## config.mk

```make
export PLATFORM = sky130hd
export DESIGN_NAME = ezr_cordic
export DESIGN_NICKNAME = d
export VERILOG_FILES = /design/src/hw/rtl/euler_zyz_to_rotation_matrix_top_assert.svh /design/src/hw/rtl/ezr_pkg.sv /design/src/hw/rtl/ezr_cordic.sv
export SDC_FILE = /design/constraint.sdc
export NUM_CORES = 2
export LEC_CHECK = 0
export ABC_AREA = 0
export BUFFER_PORTS_ARGS = -buffer_cell sky130_fd_sc_hd__buf_2
export CORE_ASPECT_RATIO = 1.2
export CORE_UTILIZATION = 37
export CTS_BUF_LIST = sky130_fd_sc_hd__clkbuf_4
export CTS_CLUSTER_DIAMETER = 120
export CTS_CLUSTER_SIZE = 20
export DETAILED_ROUTE_END_ITERATION = 10
export HOLD_SLACK_MARGIN = 0.02
export PLACE_DENSITY = 0.57
export REMOVE_ABC_BUFFERS = 1
export SYNTH_ARGS = -nofsm -noshare
export SYNTH_HDL_FRONTEND = slang
export SYNTH_SLANG_ARGS = --single-unit
```

## constraint.sdc

```tcl
create_clock -name clk -period 13.1 [get_ports clk]
set_clock_uncertainty 0.1 [all_clocks]
set_input_delay 0 -clock clk [delete_from_list [all_inputs] [get_ports clk]]
set_output_delay 0 -clock clk [all_outputs]
set_load 0.005 [all_outputs]
```

## src/hw/rtl/euler_zyz_to_rotation_matrix_top_assert.svh

```systemverilog
// Assertion macros used by the top-level RTL.
`ifndef EULER_ZYZ_TO_ROTATION_MATRIX_TOP_ASSERT_SVH
`define EULER_ZYZ_TO_ROTATION_MATRIX_TOP_ASSERT_SVH

// Implication checked every clock, muted in reset.
`define EZ_ASSERT_IMP(label, clk, rst, a, c) \
  label: assert property (@(posedge clk) disable iff (rst) (a) |-> (c)) \
    else $error("assertion failed");

// Next-cycle implication, muted in reset.
`define EZ_ASSERT_NEXT(label, clk, rst, a, c) \
  label: assert property (@(posedge clk) disable iff (rst) (a) |=> (c)) \
    else $error("assertion failed");

`endif

```

## src/hw/rtl/ezr_pkg.sv

```systemverilog
package ezr_pkg;

  localparam int ANGLE_BITS_DEF    = 16;
  localparam int FRAC_BITS_DEF     = 14;
  localparam int CORDIC_STAGES_DEF = 16;
  localparam int FIELD_W           = 16;

  // CORDIC datapath: 32 fraction bits plus sign and headroom
  localparam int CW = 36;
  localparam logic [CW-1:0] CORDIC_GAIN = CW'(64'd2608131496);

  // atan(2^-i) in units of 2^32 per turn
  function automatic logic [31:0] atan_lut(input int i);
    logic [31:0] t [32];
    t = '{32'd536870912, 32'd316933406, 32'd167458907, 32'd85004756,
          32'd42667331, 32'd21354465, 32'd10679838, 32'd5340245,
          32'd2670163, 32'd1335087, 32'd667544, 32'd333772,
          32'd166886, 32'd83443, 32'd41722, 32'd20861,
          32'd10430, 32'd5215, 32'd2608, 32'd1304,
          32'd652, 32'd326, 32'd163, 32'd81,
          32'd41, 32'd20, 32'd10, 32'd5,
          32'd3, 32'd1, 32'd1, 32'd0};
    return t[i & 31];
  endfunction

endpackage

```

## src/hw/rtl/ezr_cordic.sv

```systemverilog
// Pipelined rotation-mode CORDIC: one angle per cycle while en is high, sine and cosine out.
module ezr_cordic import ezr_pkg::*; #(
  parameter int ANGLE_BITS    = ANGLE_BITS_DEF,
  parameter int FRAC_BITS     = FRAC_BITS_DEF,
  parameter int CORDIC_STAGES = CORDIC_STAGES_DEF
) (
  input  logic                        clk,
  input  logic                        en,
  input  logic [FIELD_W-1:0]          angle,
  output logic signed [FRAC_BITS+1:0] sin_q,
  output logic signed [FRAC_BITS+1:0] cos_q
);

  localparam int OW  = FRAC_BITS + 2;
  localparam int SH  = 32 - FRAC_BITS;
  localparam int ABW = (ANGLE_BITS < FIELD_W) ? ANGLE_BITS : FIELD_W;

  logic signed [CW-1:0] xs [CORDIC_STAGES+1];
  logic signed [CW-1:0] ys [CORDIC_STAGES+1];
  logic signed [33:0]   zs [CORDIC_STAGES+1];
  logic                 fl [CORDIC_STAGES+1];

  logic [31:0] a_scaled;
  logic [31:0] a_fold;
  logic        flip_in;

  // scale to 32-bit turn and fold quadrants 1 and 2 by half a turn
  always_comb begin
    a_scaled = 32'(angle[ABW-1:0]) << (32 - ABW);
    flip_in  = a_scaled[31] ^ a_scaled[30];
    a_fold   = flip_in ? (a_scaled + 32'h8000_0000) : a_scaled;
  end

  always_ff @(posedge clk) begin
    if (en) begin
      xs[0] <= CORDIC_GAIN;
      ys[0] <= '0;
      zs[0] <= 34'(signed'(a_fold));
      fl[0] <= flip_in;
    end
  end

  // one micro-rotation per stage
  for (genvar i = 0; i < CORDIC_STAGES; i++) begin : g_stage
    localparam logic signed [33:0] AT = 34'(atan_lut(i));
    logic signed [CW-1:0] dx, dy;
    assign dx = xs[i] >>> ((i < CW) ? i : CW - 1);
    assign dy = ys[i] >>> ((i < CW) ? i : CW - 1);
    always_ff @(posedge clk) begin
      if (en) begin
        if (!zs[i][33]) begin
          xs[i+1] <= xs[i] - dy;
          ys[i+1] <= ys[i] + dx;
          zs[i+1] <= zs[i] - AT;
        end else begin
          xs[i+1] <= xs[i] + dy;
          ys[i+1] <= ys[i] - dx;
          zs[i+1] <= zs[i] + AT;
        end
        fl[i+1] <= fl[i];
      end
    end
  end

  // negate, round half up, saturate
  function automatic logic signed [OW-1:0] rnd_sat(input logic signed [CW-1:0] v,
                                                    input logic neg);
    logic signed [CW:0] w, r;
    logic signed [CW:0] one;
    w   = neg ? -(CW+1)'(v) : (CW+1)'(v);
    r   = (w + ((CW+1)'(1) <<< (SH - 1))) >>> SH;
    one = (CW+1)'(1) <<< FRAC_BITS;
    if (r > one) return OW'(one);
    if (r < -one) return OW'(-one);
    return OW'(r);
  endfunction

  always_ff @(posedge clk) begin
    if (en) begin
      cos_q <= rnd_sat(xs[CORDIC_STAGES], fl[CORDIC_STAGES]);
      sin_q <= rnd_sat(ys[CORDIC_STAGES], fl[CORDIC_STAGES]);
    end
  end

endmodule

```

Yosys cells after proc, flatten, opt, wreduce, memory -nomap -nowiden

Memory sizes are Yosys's and may differ from the RTL's.
Cells that the tools add are included.

Register bits: 32
Memories kept: 4
Memory bits (read-only): 0
Input port bits: 18
Output and inout port bits: 32
Latch bits: 0
Bits in writable memories: 1819

Divide/modulo/power cells: 0
Multiply operators: 0
Reduce and logical (&&, ||, !) cells: 0
Equal/unequal tests: 0
$lt $le $gt $ge: 4
Bitwise logic cells: 49
Shift operators: 0
Mux-type cells: 167
$add $sub $neg: 100

Memories:

| memory | words | bits a word | read ports | clocked after Yosys merged registers in | wr ports | RTL line         | source |
|---|---|---|---|---|---|---|---|
| xs     | 17    | 36          | 17         | 0                                       | 17       | ezr_cordic.sv:18 | `logic signed [CW-1:0] xs [CORDIC_STAGES+1];` |
| ys     | 17    | 36          | 17         | 0                                       | 17       | ezr_cordic.sv:19 | `logic signed [CW-1:0] ys [CORDIC_STAGES+1];` |
| zs     | 17    | 34          | 16         | 0                                       | 17       | ezr_cordic.sv:20 | `logic signed [33:0] zs [CORDIC_STAGES+1];` |
| fl     | 17    | 1           | 17         | 0                                       | 17       | ezr_cordic.sv:21 | `logic fl [CORDIC_STAGES+1];` |

Operators by type and width:

| kind                   | number |
|---|---|
| $mux 36                | 32 |
| $mux 34                | 16 |
| $mux 16                | 8 |
| $mux 1                 | 108 |
| $add 37x19->37 const B | 2 |
| $mux 37                | 2 |
| $neg 36->37            | 2 |
| $add 36x21->36         | 2 |
| $add 36x22->36         | 2 |
| $add 36x23->36         | 2 |
| $add 36x24->36         | 2 |
| $add 36x25->36         | 2 |
| $add 36x26->36         | 2 |
| $add 36x27->36         | 2 |
| $add 36x28->36         | 2 |
| $add 36x29->36         | 2 |
| $add 36x30->36         | 2 |
| $add 36x31->36         | 2 |
| $add 36x32->36         | 2 |
| $add 36x33->36         | 2 |
| $add 36x34->36         | 2 |
| $add 36x35->36         | 2 |
| $sub 36x21->36         | 2 |
| $sub 36x22->36         | 2 |
| 53 further kinds       | 116 |

Logic depth before layout (Yosys ltp)

An unclocked memory read counts as a cell.

Depth after elaboration: 11
Depth in mapped cells: 23
Gate-level depth less buffers: 23

Worst setup path after synthesis

No wires, ideal clock.

Kind: register to register
Start point: memory ys[5][8]
End point: memory xs[6][34] (data pin)
Slack: 7.457 ns
Period minus slack after synthesis: 5.643 ns
Required time: 12.742 ns
Cell stages (with the launch flop): 21
Library setup time: 0.258 ns
Data arrival time: 5.286 ns
Buffers on the path: 0
Cells stage by stage: edfxtp_1 > or3_1 > nor4_1 > nand2_1 > or4_1 > or4b_2 > o21ai_0 > xnor2_1 > ha_1 > o21ai_0 > o21ai_0 > a31o_2 > a21o_1 > a41oi_1 > o21ai_0 > o41a_1 > a41o_1 > o41a_1 > a21o_1 > a21oi_1 > xnor2_1

RTL lines:

| element         | RTL line |
|---|---|
| start, declared | ezr_cordic.sv:19 |
| end, declared   | ezr_cordic.sv:18 |

==> impl_metrics.yaml <==
status:
  status: "finished clean"
worst_setup_path:
  cp_common_cell: "buf_4"
  r2r-end: "xs[6][34]"
  ff2ff_setup_slack_ns: 6.66
  cp_slowest_stage_delay_ns: 0.60
  worstPathArrival_ns: 7.49
  cp-end-kind: "flip-flop"
  crit-reg2reg-launch: "ys[5][7]"
  rr_worst_depth: 20
  cp.required_ns: 14.03
  startpoint_type: "primary input"
  cp_slowest_cell: "dlygate4sd3_1"
  startpoint: "en"
  crit_type: "primary input to flip-flop"
  path_max_fanout: 56
  crit_chain: "dlygate4sd3_1 -> dlygate4sd3_1 -> buf_12 -> buf_16 -> buf_4 -> nand2_2 -> buf_4 -> inv_2 -> buf_4 -> nor2_1 -> xor2_1 -> ha_1 -> a21oi_1 -> o22ai_1 -> o41a_1 -> a211oi_1 -> a31oi_1 -> a221oi_1 -> o21ai_0 -> o41ai_1 -> o221ai_1 -> o21a_1 -> nor2_1 -> xnor2_1"
  endpoint: "xs[11][34]"
timing:
  hold_viol: 0
  fin_setup_tns_ns: 0
  period_minus_slack_ns: 6.561
  setup_violations: 0
  period_share_pct: 50.08
  rsz0062_at_grt: "false"
  finalMaxSlewViolations: 0
  worstMarginPinSlew_ns: 1.130
  relSlewSlack_pct: 23.96
  max_freq_ghz: 0.1524
placement:
  place_area_um2: 133900
  hpwl_um: 265800
  gp_congestion: 0.9466
  portBuffers: 49
finish:
  nets: 14810
  final_common_cell: "edfxtp_1"
  synthToLayoutAreaGrowth_pct: 5.547
  fin_area_um2: 135300
  drive_gt1_share_pct: 2.940
  layout_common_cells: "1548 x edfxtp_1, 1425 x ha_1, 1286 x xnor2_1"
clock_tree:
  insertion_delay_ns: 1.35
  numCtsBuffers: 94
  tritoncts: "built"
  root_buffer: "clkbuf_4"
  cts_buffer_depth: 4
  cts_resized: 0
  cts.sinks: 1548
  clk_transition_reported_paths_ns: 0.19
  htree_num_levels: 3
floorplanning:
  fp.dieH_um: 646.8
  placementRows: 236
  core_um2: 344600
  start_util_pct: 37.20
  io_pins: 50
  fp.dieW_um: 539.3
  dieArea_um2: 348800
yosys:
  yosysSeqAreaShare_pct: 36.26
  async_flop_share_pct: 0
  synth_cell_type_count: 87
  syn_avg_cell_area_um2: 9.663
  netlist_instances: 13270
  synth-edff-count: 1548
  synth_area_um2: 128200
  yosysWarnings: 0
  synth_seq_cells: 1548
  synthFlopType: "edfxtp_1"
detailed_routing:
  antenna_left: 0
  wl_met2_um: 181700
  wire_per_inst_um: 18.45
  wl_met3_um: 7420
  vias: 96880
  drc: 0
  wl_met1_um: 122600
  routed_via_density: 5.422
  topRoutingLayerUsed: "met5"
  first_iter_violations: 4896
  finalWirelength_um: 329600
  dr.pass1.iters: 8
grt:
  grt_pass1_vias: 95650
  antenna_found_initial: 9
  grt_first_pass_wirelength_um: 516700
  grt_max_degree: 154
  track_usage_pct: 18.41
  overflow: 0
worst_hold_path:
  hold_class: "primary input to flip-flop"
job:
  maxCapViolCount: 0
==> worst min path at each step <==
stage / start / end / depth (start not counted)
2_1_floorplan: angle[0] / zs[0][16] / 0
3_3_place_gp: angle[1] / zs[0][17] / 1
3_5_place_dp: angle[5] / zs[0][21] / 1
4_1_cts: angle[0] / zs[0][16] / 4
5_1_grt: angle[0] / zs[0][16] / 4
6_report: angle[0] / zs[0][16] / 4
==> Yosys cell counts (all sizes together), types with 81 or more instances <==
| cell | n | share of area (%) |
|---|---|---|
| nand2 | 759 | 2.2 |
| nand2b | 235 | 1.1 |
| edfxtp | 1548 | 36 |
| nor4 | 93 | 0.45 |
| a31oi | 106 | 0.52 |
| ha | 1425 | 14 |
| o21a | 267 | 1.6 |
| xor2 | 670 | 4.6 |
| a21oi | 1272 | 5.0 |
| a21o | 501 | 2.9 |
| and2 | 81 | 0.40 |
| nor3 | 355 | 1.4 |
| and3 | 85 | 0.41 |
| o21bai | 150 | 0.88 |
| nor2b | 176 | 0.86 |
| or3 | 132 | 0.64 |
| o31ai | 143 | 0.84 |
| a211oi | 133 | 0.78 |
| clkbuf | 171 | 0.50 |
| xnor2 | 1286 | 8.8 |
| inv | 478 | 1.4 |
| nor2 | 1148 | 3.4 |
| o21ai | 754 | 3.0 |
| nand3 | 236 | 0.92 |
==> worst max-delay path: cells and delay by family <==
family,cells,cell delay [ns]
adder cells (fa/ha/maj),1,0.32
buffers and inverters,8,3.08
AO/OA/AOI/OAI,10,3.34
XOR/XNOR,2,0.26
AND/OR/NAND/NOR,3,0.28
==> through the flow <==
step           std cells  hold slack (ns)  setup WS (ns)  util (%)
2_1_floorplan      13060        -0.001131          6.651         -
3_3_place_gp       17700          0.07788          6.364     38.86
3_5_place_dp       17700          0.07916          6.333     38.86
4_1_cts            17860          0.05238          6.558     39.25
5_1_grt            17860           0.2045          5.722     39.26
6_report           17870           0.3073          6.539     39.26
==> timing repair <==
action	4_1_cts	5_1_grt
hold buffers	51	0
endpoints found under the hold margin	1233	0
buffers inserted	0	0
==> cells by family after synthesis <==
logic type               synth area share (%)
AO/OA/AOI/OAI                           19.45
multiplexers                           0.7907
flip-flops                              36.26
adder cells (fa/ha/maj)                 14.60
XOR/XNOR                                13.37
AND/OR/NAND/NOR                         13.50
buffers and inverters                   2.026
==> per-layer routing <==
| layer | track usage [%] | up-vias |
|---|---|---|
| li1 | - | 49370 |
| met1 | 18.16 | 45290 |
| met2 | 37.71 | 1530 |
| met3 | 1.405 | 680 |
| met4 | 9.364 | 8 |
| met5 | 0 | - |
==> flip-flops by register name (all words and copies together) (netlist names) <==
signal / cells
xs: 511
zs: 451
fl: 17
sin_q: 16
cos_q: 16
ys: 537
==> layout make-up <==
class	count	area, um2
inverters	483	1813
diodes	9	22.52
fillers	34210	209300
multi-input cells	11030	79150
flip-flops and latches	1548	46480
clock inverters	10	121.4
repair buffers	166	1321
clock buffers	96	720.7
well taps	4522	5658
Power is left out: the tool's default activity adds up to more than one toggle a clock period on the data nets, which glitch-free logic cannot reach.
